### config.mk
export PLATFORM = sky130hd
export DESIGN_NAME = psu_predict
export DESIGN_NICKNAME = d
export VERILOG_FILES = /design/src/sv/psu_pkg.sv /design/src/sv/psu_predict.sv
export SDC_FILE = /design/constraint.sdc
export NUM_CORES = 1
export LEC_CHECK = 0
export BUFFER_PORTS_ARGS = -buffer_cell sky130_fd_sc_hd__buf_2
export CORE_UTILIZATION = 55
export DETAILED_ROUTE_END_ITERATION = 12
export PLACE_DENSITY = 0.79
export SYNTH_ARGS = -nofsm -noshare
export SYNTH_HDL_FRONTEND = slang
export SYNTH_SLANG_ARGS = --single-unit
### constraint.sdc
create_clock -name vclk -period 10.6
set_clock_uncertainty 0.1 [all_clocks]
set_input_delay 2.12 -clock vclk [all_inputs]
set_output_delay 2.12 -clock vclk [all_outputs]
set_load 0.1 [all_outputs]
### src/sv/psu_pkg.sv
// shared types and constants for the png scanline unfilter
package psu_pkg;

    localparam int MAX_ROW_BYTES_DEF   = 8192;
    localparam int MAX_PIXEL_BYTES_DEF = 4;

    localparam int ROW_BYTES_W = 14;
    localparam int BPP_W       = 3;
    localparam int CFG_IDX_W   = 1;
    localparam int CFG_DATA_W  = 14;

    typedef enum logic [CFG_IDX_W-1:0] {
        CFG_ROW_BYTES = 1'b0,
        CFG_BPP       = 1'b1
    } t_cfg_index;

    typedef enum logic [2:0] {
        FILT_NONE  = 3'd0,
        FILT_SUB   = 3'd1,
        FILT_UP    = 3'd2,
        FILT_AVG   = 3'd3,
        FILT_PAETH = 3'd4
    } t_filter;

    // codes above paeth reconstruct as none
    function automatic t_filter decode_filter(input logic [7:0] code);
        t_filter f;
        f = FILT_NONE;
        case (code)
            8'd1:    f = FILT_SUB;
            8'd2:    f = FILT_UP;
            8'd3:    f = FILT_AVG;
            8'd4:    f = FILT_PAETH;
            default: f = FILT_NONE;
        endcase
        return f;
    endfunction

endpackage

### src/sv/psu_predict.sv
// filter predictor and byte reconstruction
module psu_predict (
    input  psu_pkg::t_filter i_filter,
    input  logic [7:0]       i_byte,
    input  logic [7:0]       i_a,
    input  logic [7:0]       i_b,
    input  logic [7:0]       i_c,
    output logic [7:0]       o_result
);

    logic [8:0]        avg_sum;
    logic signed [9:0] pa;
    logic signed [9:0] pb;
    logic signed [9:0] pc;
    logic signed [9:0] sa;
    logic signed [9:0] sb;
    logic signed [9:0] sc;
    logic [7:0]        paeth;
    logic [7:0]        pred;

    assign sa = signed'({2'b00, i_a});
    assign sb = signed'({2'b00, i_b});
    assign sc = signed'({2'b00, i_c});

    always_comb begin
        // distances of p = a + b - c to a, b and c
        pa = sb - sc;
        pb = sa - sc;
        pc = sa + sb - sc - sc;
        if (pa < 0) pa = -pa;
        if (pb < 0) pb = -pb;
        if (pc < 0) pc = -pc;
        if (pa <= pb && pa <= pc) begin
            paeth = i_a;
        end else if (pb <= pc) begin
            paeth = i_b;
        end else begin
            paeth = i_c;
        end
    end

    assign avg_sum = {1'b0, i_a} + {1'b0, i_b};

    always_comb begin
        case (i_filter)
            psu_pkg::FILT_SUB:   pred = i_a;
            psu_pkg::FILT_UP:    pred = i_b;
            psu_pkg::FILT_AVG:   pred = avg_sum[8:1];
            psu_pkg::FILT_PAETH: pred = paeth;
            default:             pred = 8'd0;
        endcase
    end

    assign o_result = i_byte + pred;

endmodule

==> results of run 1 <==
-- worst min-delay path: stages --
cell	delay (ns)
buf_2	0.08
ha_1	0.18
xnor2_1	0.12
buf_12	0.18
-- logic make-up after synthesis --
logic type / Yosys count / synth area share [%]
xor gates and xnor gates: 49 / 12.7
muxes: 12 / 3.25
AOI/OAI and AO/OA: 144 / 27.2
buffers and inverters: 82 / 8.64
adders and majority gates: 82 / 30.2
other: 2 / 0.203
and+or+nand+nor: 123 / 17.8
-- cells in the final DEF (no fill, tap or decap), types with 25 or more instances in the layout --
master,synthesis,layout
ha_1,70,69
buf_4,1,67
nand2_1,32,32
nor2_1,30,28
a21o_1,25,25
xnor2_1,33,28
inv_1,73,73
buf_2,0,36
a21oi_1,34,27
o21ai_0,29,26
-- per-stage QoR --
stage,power [mW],cells
4_1_cts,0.684,672
3_3_place_gp,0.648,670
3_5_place_dp,0.671,670
5_1_grt,0.768,674
2_1_floorplan,0.467,496
6_report,0.713,674
-- how the worst max path moves through the flow --
stage	start	end	slack, ns	cells after the start
after floorplan	i_a[2]	o_result[5]	-0.45	26
after global placement	i_a[2]	o_result[7]	-0.13	32
after detailed placement	i_a[2]	o_result[7]	-0.43	34
after CTS	i_a[2]	o_result[7]	0.004	34
after global routing	i_a[2]	o_result[7]	-0.38	36
final	i_a[2]	o_result[7]	-0.07	36
-- repair_timing --
action,CTS,global route
setup endpoints to repair,2,2
pin swaps,5,10
resized for setup,14,13
cloned,0,0
setup buffers,2,2
-- report_power, final --
part / switching [mW] / total, mW / internal [mW] / leakage [nW]
logic: 0.400 / 0.713 / 0.313 / 2.50
clock network: 0 / 0 / 0 / 0
registers: 0 / 0 / 0 / 0
-- cell usage after synthesis, drive strengths merged (3+ instances only) --
master / instances / area share [%]
a21oi: 34 / 4.6
nor3: 4 / 0.54
nand3: 10 / 1.4
mux2i: 12 / 3.3
o31ai: 3 / 0.98
o21ai: 31 / 4.2
inv: 73 / 7.4
nand2b: 3 / 0.51
xor2: 13 / 3.1
o32a: 4 / 1.1
xnor2: 34 / 8.3
fa: 12 / 6.5
or2: 5 / 0.91
nand4: 7 / 1.6
nor2b: 7 / 1.2
nand2: 32 / 3.3
ha: 70 / 24
clkbuf: 7 / 0.71
nor2: 31 / 3.2
or4: 3 / 0.61
o21bai: 5 / 1.0
a22oi: 7 / 1.4
and3: 3 / 0.51
or3: 4 / 0.68
a21o: 25 / 5.1
o21a: 7 / 1.4
nand3b: 5 / 1.0
-- cell type report --
cell class	count	area share, %
Multi-Input combinational cell	414	74.8
Timing Repair Buffer	110	17.4
Inverter	73	5.79
Tap cell	77	2.04
-- routing by layer --
| layer | share of wire, % | global-route usage [%] |
|---|---|---|
| met5 | 0 | 0 |
| met4 | 4.1 | 12.5 |
| met3 | 6.1 | 3.46 |
| met2 | 48 | 55.7 |
| met1 | 42 | 36.7 |
==> impl_results.md, run 1 <==
* Ports placed on the boundary at 43
* Most common cell on crit path: a21oi_2
* Area growth syn-to-layout at 28.1%
* Global router's overall resource usage at 30.8%
* RSZ-0062 raised after global routing: yes
* Total congestion overflow at 0
* Via-per-instance ratio at 6.02
* Initial antenna violation count at 0
* Routed via count at 4055
* Vias in the first global route at 4074
* Min-Delay Path Depth at 4
* Placement Rows at 29
* Status: complete, but fails checks
* Standard cell area after detailed placement at 4570 µm²
* Worst EP arrival at 8.45 ns
* Antenna-violating nets left at 0
* Net count reported at finish at 716
* Standard cell with the maximum stage delay on the critical path: fa_1
* Total detailed-routing wirelength at 10800 µm
* Peak Freq at 93.7 MHz
* Diodes inserted at 0
* Period utilisation layout at 101%
* Gate count after technology mapping at 494
* Total of hold buffers inserted after clock tree synthesis at 0
* Origin of the worst min-delay path: i_byte[5]
* Synth unique cells at 69
* Worst hold slack across all endpoints at 4.70 ns
* Weighted congestion at the end of routability-driven global placement at 0.929
* Die height at 84.0 µm
* Worst-case headroom to the max-slew limit at 66.1%
* Avg Cell Area, Syn at 7.48 µm²
* Setup TNS at -0.0676 ns
* Crit. End Element: output pin
* # Max-Cap Violations at 0
* Area of the die at 7050 µm²
* Number of buffers and inverters on the critical path at 6
* Type of the worst setup path: primary input to output pin
* Minimum clock period at 10.67 ns
* Placeable core region at 6420 µm²
* Required time reported for the critical path endpoint at 8.38 ns
* Utilization after layout at 73.7%
* Drt pass-1 iters at 6
* Category of cells accounting for the largest share of critical-path delay: compound AO/OA/AOI/OAI gates
* Violation count after the first detailed-routing iteration at 200
* Layout Cell Area excl Fill at 4730 µm²
* Transition time at the pin with the least slew margin at 0.505 ns
* Hold Vio Cnt, Final at 0
* Final worst slack at -0.0676 ns
* Effective utilization at floorplan at 57.5%
* Final-report setup violation count at 1
* Longest individual stage delay on the worst path at 0.54 ns
* Fraction of the yosys area taken by sequential cells at 0%
* Filler cell count at 488
* Setup slack after placement at -0.426 ns
* Synth Cell Area at 3690 µm²
* Violations in the final reports: setup timing
* Die W at 84.0 µm
* Power per cell area at 151 nW/µm²
* Layout clock buffers at 0
* Fraction of layout instances using a drive strength above 1 at 25.0%
* Peak VDD IR at 0.000244 V
* Hold worst-path end: o_result[5]
* Area used by multi-input combinational logic at 3540 µm²
* Sequential cell count at 0
* Kind of path behind the tightest hold check: primary input to output pin
* Area taken by flip-flops and latches at 0 µm²
* I/O Buffers at 43
* Leakage component of the power at 2.50 nW
* Yosys Warn Count at 0
* First-pass GRT wire length at 18000 µm
* WL per Instance at 16.1 µm
* DP Wirelength at 9320 µm
* Maximum number of pins on one net before global-route repair at 18
* Kind of start point of the critical path: primary input
* Maximum fanout along the worst path at 5
* Number of slew-limit violations in the final report at 0
* DRC viols at 0
(Power assumes the default switching activity.)
==> inputs of run 2 (changes only) <==
- CORE_MARGIN: default -> 8
- GPL_TIMING_DRIVEN: default -> 0
==> run 2 against run 1 <==
The run still ends with setup timing left. Critical path depth shrank 4. Combinational power about the same. Sequential share of layout area is the same. Die area grew 36%. First-iteration DRC count shrank 1.5%. Flip-flop and latch count did not move. Clock-buffer cell count stayed put. Final cell count is 5.5% lower. Non-clock buffer count shrank 40. Global-route usage shrank 10 points. Fmax fell by 0.96%. Via count decreased by 5.8%. Critical path type unchanged. Largest cell class unchanged. Largest power group unchanged.
==> impl_results.md, run 2 (synthesis results as in run 1) <==
* Final worst slack at -0.171 ns (was -0.0676 ns)
* Kind of path behind the tightest hold check: primary input to output pin (unchanged)
* Worst EP arrival at 8.55 ns (was 8.45 ns)
* Number of slew-limit violations in the final report at 0 (unchanged)
* Vias in the first global route at 3738 (was 4074)
* # Max-Cap Violations at 0 (unchanged)
* Ports placed on the boundary at 43 (unchanged)
* Violation count after the first detailed-routing iteration at 197 (was 200)
* Total of hold buffers inserted after clock tree synthesis at 0 (unchanged)
* Setup slack after placement at -1.30 ns (was -0.426 ns)
* Category of cells accounting for the largest share of critical-path delay: compound AO/OA/AOI/OAI gates (unchanged)
* Initial antenna violation count at 0 (unchanged)
* Most common cell on crit path: a21oi_2 (unchanged)
* Longest individual stage delay on the worst path at 0.56 ns (was 0.54 ns)
* Minimum clock period at 10.77 ns (was 10.67 ns)
* Antenna-violating nets left at 0 (unchanged)
* Seq pwr share at 0% (about the same)
* Area taken by flip-flops and latches at 0 µm² (unchanged)
* Violations in the final reports: setup timing (unchanged)
* Peak Freq at 92.8 MHz (was 93.7 MHz)
* Maximum fanout along the worst path at 8 (was 5)
* Setup TNS at -0.171 ns (was -0.0676 ns)
* Internal cell power at 0.296 mW (was 0.313 mW)
* Layout clock buffers at 0 (unchanged)
* Proportion of power drawn by combinational gates at 100.0% (about the same)
* Power per cell area at 155 nW/µm² (was 151 nW/µm²)
* Required time reported for the critical path endpoint at 8.38 ns (about the same)
* Number of buffers and inverters on the critical path at 3 (was 6)
* Fraction of layout instances using a drive strength above 1 at 23.5% (was 25.0%)
* Weighted congestion at the end of routability-driven global placement at 0.932 (was 0.929)
* WL per Instance at 16.9 µm (was 16.1 µm)
* Die W at 98.0 µm (was 84.0 µm)
* Placeable core region at 6640 µm² (was 6420 µm²)
* I/O Buffers at 41 (was 43)
* Crit. End Element: output pin (unchanged)
* Period utilisation layout at 102% (was 101%)
* Leading cell types in the layout, fill and taps excluded: inv_1 (71), ha_1 (64), buf_2 (35) (was inv_1 (73), ha_1 (69), buf_4 (67))
* Die height at 98.0 µm (was 84.0 µm)
* Via-per-instance ratio at 6.00 (was 6.02)
* Maximum number of pins on one net before global-route repair at 11 (was 18)
* Number of placed cells counting well taps at 617 (was 670)
* Total congestion overflow at 0 (unchanged)
* Total detailed-routing wirelength at 10800 µm (about the same)
* DRC viols at 0 (unchanged)
* Routed via count at 3821 (was 4055)
* Standard cell with the maximum stage delay on the critical path: fa_1 (unchanged)
* Status: complete, but fails checks (unchanged)
* Drt pass-1 iters at 5 (was 6)
* Diodes inserted at 0 (unchanged)
* DP Wirelength at 8590 µm (was 9320 µm)
* Effective utilization at floorplan at 55.6% (was 57.5%)
* Most frequent standard cell in the layout excluding fill and tap cells: inv_1 (unchanged)
* Net count reported at finish at 676 (was 716)
* Placement Rows at 30 (was 29)
* Area growth syn-to-layout at 24.5% (was 28.1%)
* RSZ-0062 raised after global routing: yes (unchanged)
* Peak VDD IR at 0.000172 V (was 0.000244 V)
* Type of the worst setup path: primary input to output pin (unchanged)
* Clock Power Share at 0% (about the same)
* Final-report setup violation count at 1 (unchanged)
* Sequential cell count at 0 (unchanged)
* Final instance count without filler cells at 637 (was 674)
* Leakage component of the power at 2.30 nW (was 2.50 nW)
* Kind of start point of the critical path: primary input (unchanged)
* Hold Vio Cnt, Final at 0 (unchanged)
* Area of the die at 9590 µm² (was 7050 µm²)
* Global router's overall resource usage at 20.4% (was 30.8%)
* Switching power of the nets at 0.414 mW (was 0.400 mW)
* First-pass GRT wire length at 16800 µm (was 18000 µm)
* Switching part of the total power at 58.3% (was 56.1%)
==> run 2: cell types whose count changed in the layout (fill, tap and decap cells not counted), moves of 3 or more <==
cell | previous run | this run
clkbuf_1 | 0 | 6
buf_4 | 67 | 20
buf_6 | 0 | 5
ha_4 | 1 | 5
ha_1 | 69 | 64
nor2_1 | 28 | 25
buf_12 | 7 | 2
a21oi_1 | 27 | 24
==> run 2: timing repair <==
| item | in CTS | in global routing |
|---|---|---|
| buffers inserted | 13 | 8 |
| endpoints found under the setup margin | 5 | 4 |
| gates resized for setup | 34 | 56 |
| pin swaps | 9 | 25 |
| cloned | 0 | 0 |
==> run 2: stage by stage <==
step	total power [mW]	utilization (%)	area [µm²]	hold slack, ns
2_1_floorplan	0.467	-	3730	4.62
3_3_place_gp	0.563	60.7	4040	4.71
3_5_place_dp	0.581	60.7	4040	4.72
4_1_cts	0.628	64.4	4280	4.69
5_1_grt	0.769	69.2	4600	4.73
6_report	0.710	69.2	4600	4.70
==> run 2: layout make-up <==
cell class / instances / area, µm²
multi-input cells: 414 / 3770
fillers: 521 / 2050
repair buffers: 62 / 418
inverters: 73 / 274
well taps: 80 / 100
plain buffers: 8 / 38.8
==> run 2: routing by layer <==
metal / GRT usage, % / part of all wire [%] / vias up
li1: - / - / 1887
met1: 25.2 / 43 / 1791
met2: 37.1 / 50 / 122
met3: 1.28 / 4.5 / 21
met4: 4.80 / 2.2 / 0
met5: 0 / 0 / -
==> run 2: path summary, 6_finish.rpt <==
kind,from,end,slack [ns],cells after the start
setup / recovery,i_a[0],o_result[7],-0.17,32
hold / removal,i_byte[7],o_result[7],4.70,4
==> run 2: worst min-delay path, delay by kind of cell <==
family	cells	cell delay (ns)
compound gates	1	0.12
xor+xnor	1	0.17
buf+inv	2	0.27
==> run 2: power by group through the flow <==
stage	clock network [mW]	registers [mW]	logic, mW
after floorplan	0	0	0.467
after global placement	0	0	0.563
after detailed placement	0	0	0.581
after CTS	0	0	0.628
after global routing	0	0	0.769
final	0	0	0.710
==> inputs of run 3 (changes only) <==
- CORE_MARGIN: 8 -> 10
==> run 3 against run 2 <==
The flow still finishes with violations (setup timing). Sequential share of layout area is the same. Die area grew 8.3%. Combinational power shrank 4.5%. Critical path depth grew 2. Via count grew 1.5%. Final cell count shrank 0.31%. Clock-buffer cell count is the same. Flip-flop and latch count is the same. Utilization grew 0.30 points. Worst hold slack gained 0.0021 ns.
==> impl_results.md, run 3 (synthesis results as in run 1) <==
* Status: complete, but fails checks (unchanged)
* Violations in the final reports: setup timing (unchanged)
* Leakage component of the power at 2.26 nW (was 2.30 nW)
* Category of cells accounting for the largest share of critical-path delay: compound AO/OA/AOI/OAI gates (unchanged)
* Via-per-instance ratio at 6.11 (was 6.00)
* Most frequent standard cell in the layout excluding fill and tap cells: inv_1 (unchanged)
* Diodes inserted at 0 (unchanged)
* Number of buffers and inverters on the critical path at 5 (was 3)
* Area taken by flip-flops and latches at 0 µm² (unchanged)
* Clock Power Share at 0% (about the same)
* DP Wirelength at 8730 µm (was 8590 µm)
* Kind of start point of the critical path: primary input (unchanged)
* Hold Vio Cnt, Final at 0 (unchanged)
* Routed via count at 3878 (was 3821)
* Initial antenna violation count at 0 (unchanged)
* Effective utilization at floorplan at 57.5% (was 55.6%)
* Net count reported at finish at 677 (was 676)
* Switching power of the nets at 0.399 mW (was 0.414 mW)
* Switching part of the total power at 58.8% (was 58.3%)
* Power per cell area at 152 nW/µm² (was 155 nW/µm²)
* Period utilisation layout at 102% (about the same)
* Weighted congestion at the end of routability-driven global placement at 0.919 (was 0.932)
* Worst-case headroom to the max-slew limit at 64.0%
* Die height at 102 µm (was 98.0 µm)
* Required time reported for the critical path endpoint at 8.38 ns (about the same)
* Sequential cell count at 0 (unchanged)
* Most common cell on crit path: a21oi_2 (unchanged)
* Internal cell power at 0.279 mW (was 0.296 mW)
* Crit. End Element: output pin (unchanged)
* Maximum number of pins on one net before global-route repair at 11 (unchanged)
* Leading cell types in the layout, fill and taps excluded: inv_1 (71), ha_1 (67), buf_2 (33) (was inv_1 (71), ha_1 (64), buf_2 (35))
* Transition time at the pin with the least slew margin at 0.540 ns
* Final-report setup violation count at 1 (unchanged)
* First-pass GRT wire length at 17500 µm (was 16800 µm)
* Ports placed on the boundary at 43 (unchanged)
* Drt pass-1 iters at 5 (unchanged)
* Area growth syn-to-layout at 20.9% (was 24.5%)
* Fraction of layout instances using a drive strength above 1 at 21.0% (was 23.5%)
* RSZ-0062 raised after global routing: yes (unchanged)
* Maximum fanout along the worst path at 5 (was 8)
* Total detailed-routing wirelength at 10900 µm (was 10800 µm)
* Final worst slack at -0.203 ns (was -0.171 ns)
* Die W at 102 µm (was 98.0 µm)
* Placeable core region at 6420 µm² (was 6640 µm²)
* Total congestion overflow at 0 (unchanged)
* Worst EP arrival at 8.58 ns (was 8.55 ns)
* Total of hold buffers inserted after clock tree synthesis at 0 (unchanged)
* Violation count after the first detailed-routing iteration at 302 (was 197)
* Worst hold slack across all endpoints at 4.71 ns (was 4.70 ns)
* Peak VDD IR at 0.000141 V (was 0.000172 V)
* Longest individual stage delay on the worst path at 0.54 ns (was 0.56 ns)
* Seq pwr share at 0% (about the same)
* Total power at 0.678 mW (was 0.710 mW)
* Antenna-violating nets left at 0 (unchanged)
* Peak Freq at 92.6 MHz (was 92.8 MHz)
* Global router's overall resource usage at 20.1% (was 20.4%)
* Number of slew-limit violations in the final report at 0 (unchanged)
* # Max-Cap Violations at 0 (unchanged)
* Proportion of power drawn by combinational gates at 100.0% (about the same)
* Placement Rows at 29 (was 30)
* Standard cell with the maximum stage delay on the critical path: or4_4 (was fa_1)
* Area of the die at 10400 µm² (was 9590 µm²)
* Filler cell count at 506 (was 521)
* Minimum clock period at 10.80 ns (was 10.77 ns)
* Type of the worst setup path: primary input to output pin (unchanged)
* WL per Instance at 17.1 µm (was 16.9 µm)
* DRC viols at 0 (unchanged)
* Layout clock buffers at 0 (unchanged)
* Kind of path behind the tightest hold check: primary input to output pin (unchanged)
* Vias in the first global route at 3793 (was 3738)
* I/O Buffers at 41 (unchanged)
==> run 3: changes by cell type in the layout (fill, tap and decap cells not counted), sizes merged <==
cell	previous run	this run
clkbuf	8	9
==> run 3: tightest hold or removal path, stage by stage <==
cell and delay (ns):
buf_2 0.08, ha_1 0.23, xnor2_4 0.09, buf_12 0.16
==> run 3: final cells by class <==
type	count	area [µm²]	area share [%]
plain buffers	8	38.8	0.869
inverters	73	274	6.14
multi-input cells	414	3630	81.3
well taps	77	96.3	2.16
repair buffers	63	427	9.56
==> run 3: metal layers <==
metal / vias to the layer above / track usage [%] / routed length (µm)
met5: - / 0 / 0
met4: 0 / 3.58 / 216
met3: 22 / 2.56 / 679
met2: 144 / 36.2 / 5280
met1: 1829 / 25.3 / 4680
li1: 1883 / - / -
==> run 3: repair_timing <==
action,4_1_cts,5_1_grt
gates resized for setup,37,31
pin swaps,18,19
buffers inserted,17,5
setup endpoints to repair,5,4
==> run 3: worst paths after layout <==
check / start / slack (ns) / end / cells after the start
setup / recovery: i_a[2] / -0.20 / o_result[7] / 34
hold / removal: i_byte[6] / 4.71 / o_result[6] / 4
==> run 3: power groups by stage <==
stage               clock network, mW  registers, mW  logic [mW]
global placement                    0              0       0.564
detailed placement                  0              0       0.582
global route                        0              0       0.735
finish                              0              0       0.678
CTS                                 0              0       0.636
floorplan                           0              0       0.467
==> run 3: metrics by stage <==
step | utilization, % | setup TNS (ns) | setup WS [ns] | cell area (µm²) | cells
2_1_floorplan | - | -1.80 | -0.449 | 3730 | 496
3_3_place_gp | 62.8 | -2.18 | -1.15 | 4030 | 614
3_5_place_dp | 62.8 | -2.94 | -1.36 | 4030 | 614
4_1_cts | 67.1 | -0.0645 | -0.0645 | 4310 | 631
5_1_grt | 69.5 | -0.473 | -0.448 | 4460 | 635
6_report | 69.5 | -0.203 | -0.203 | 4460 | 635
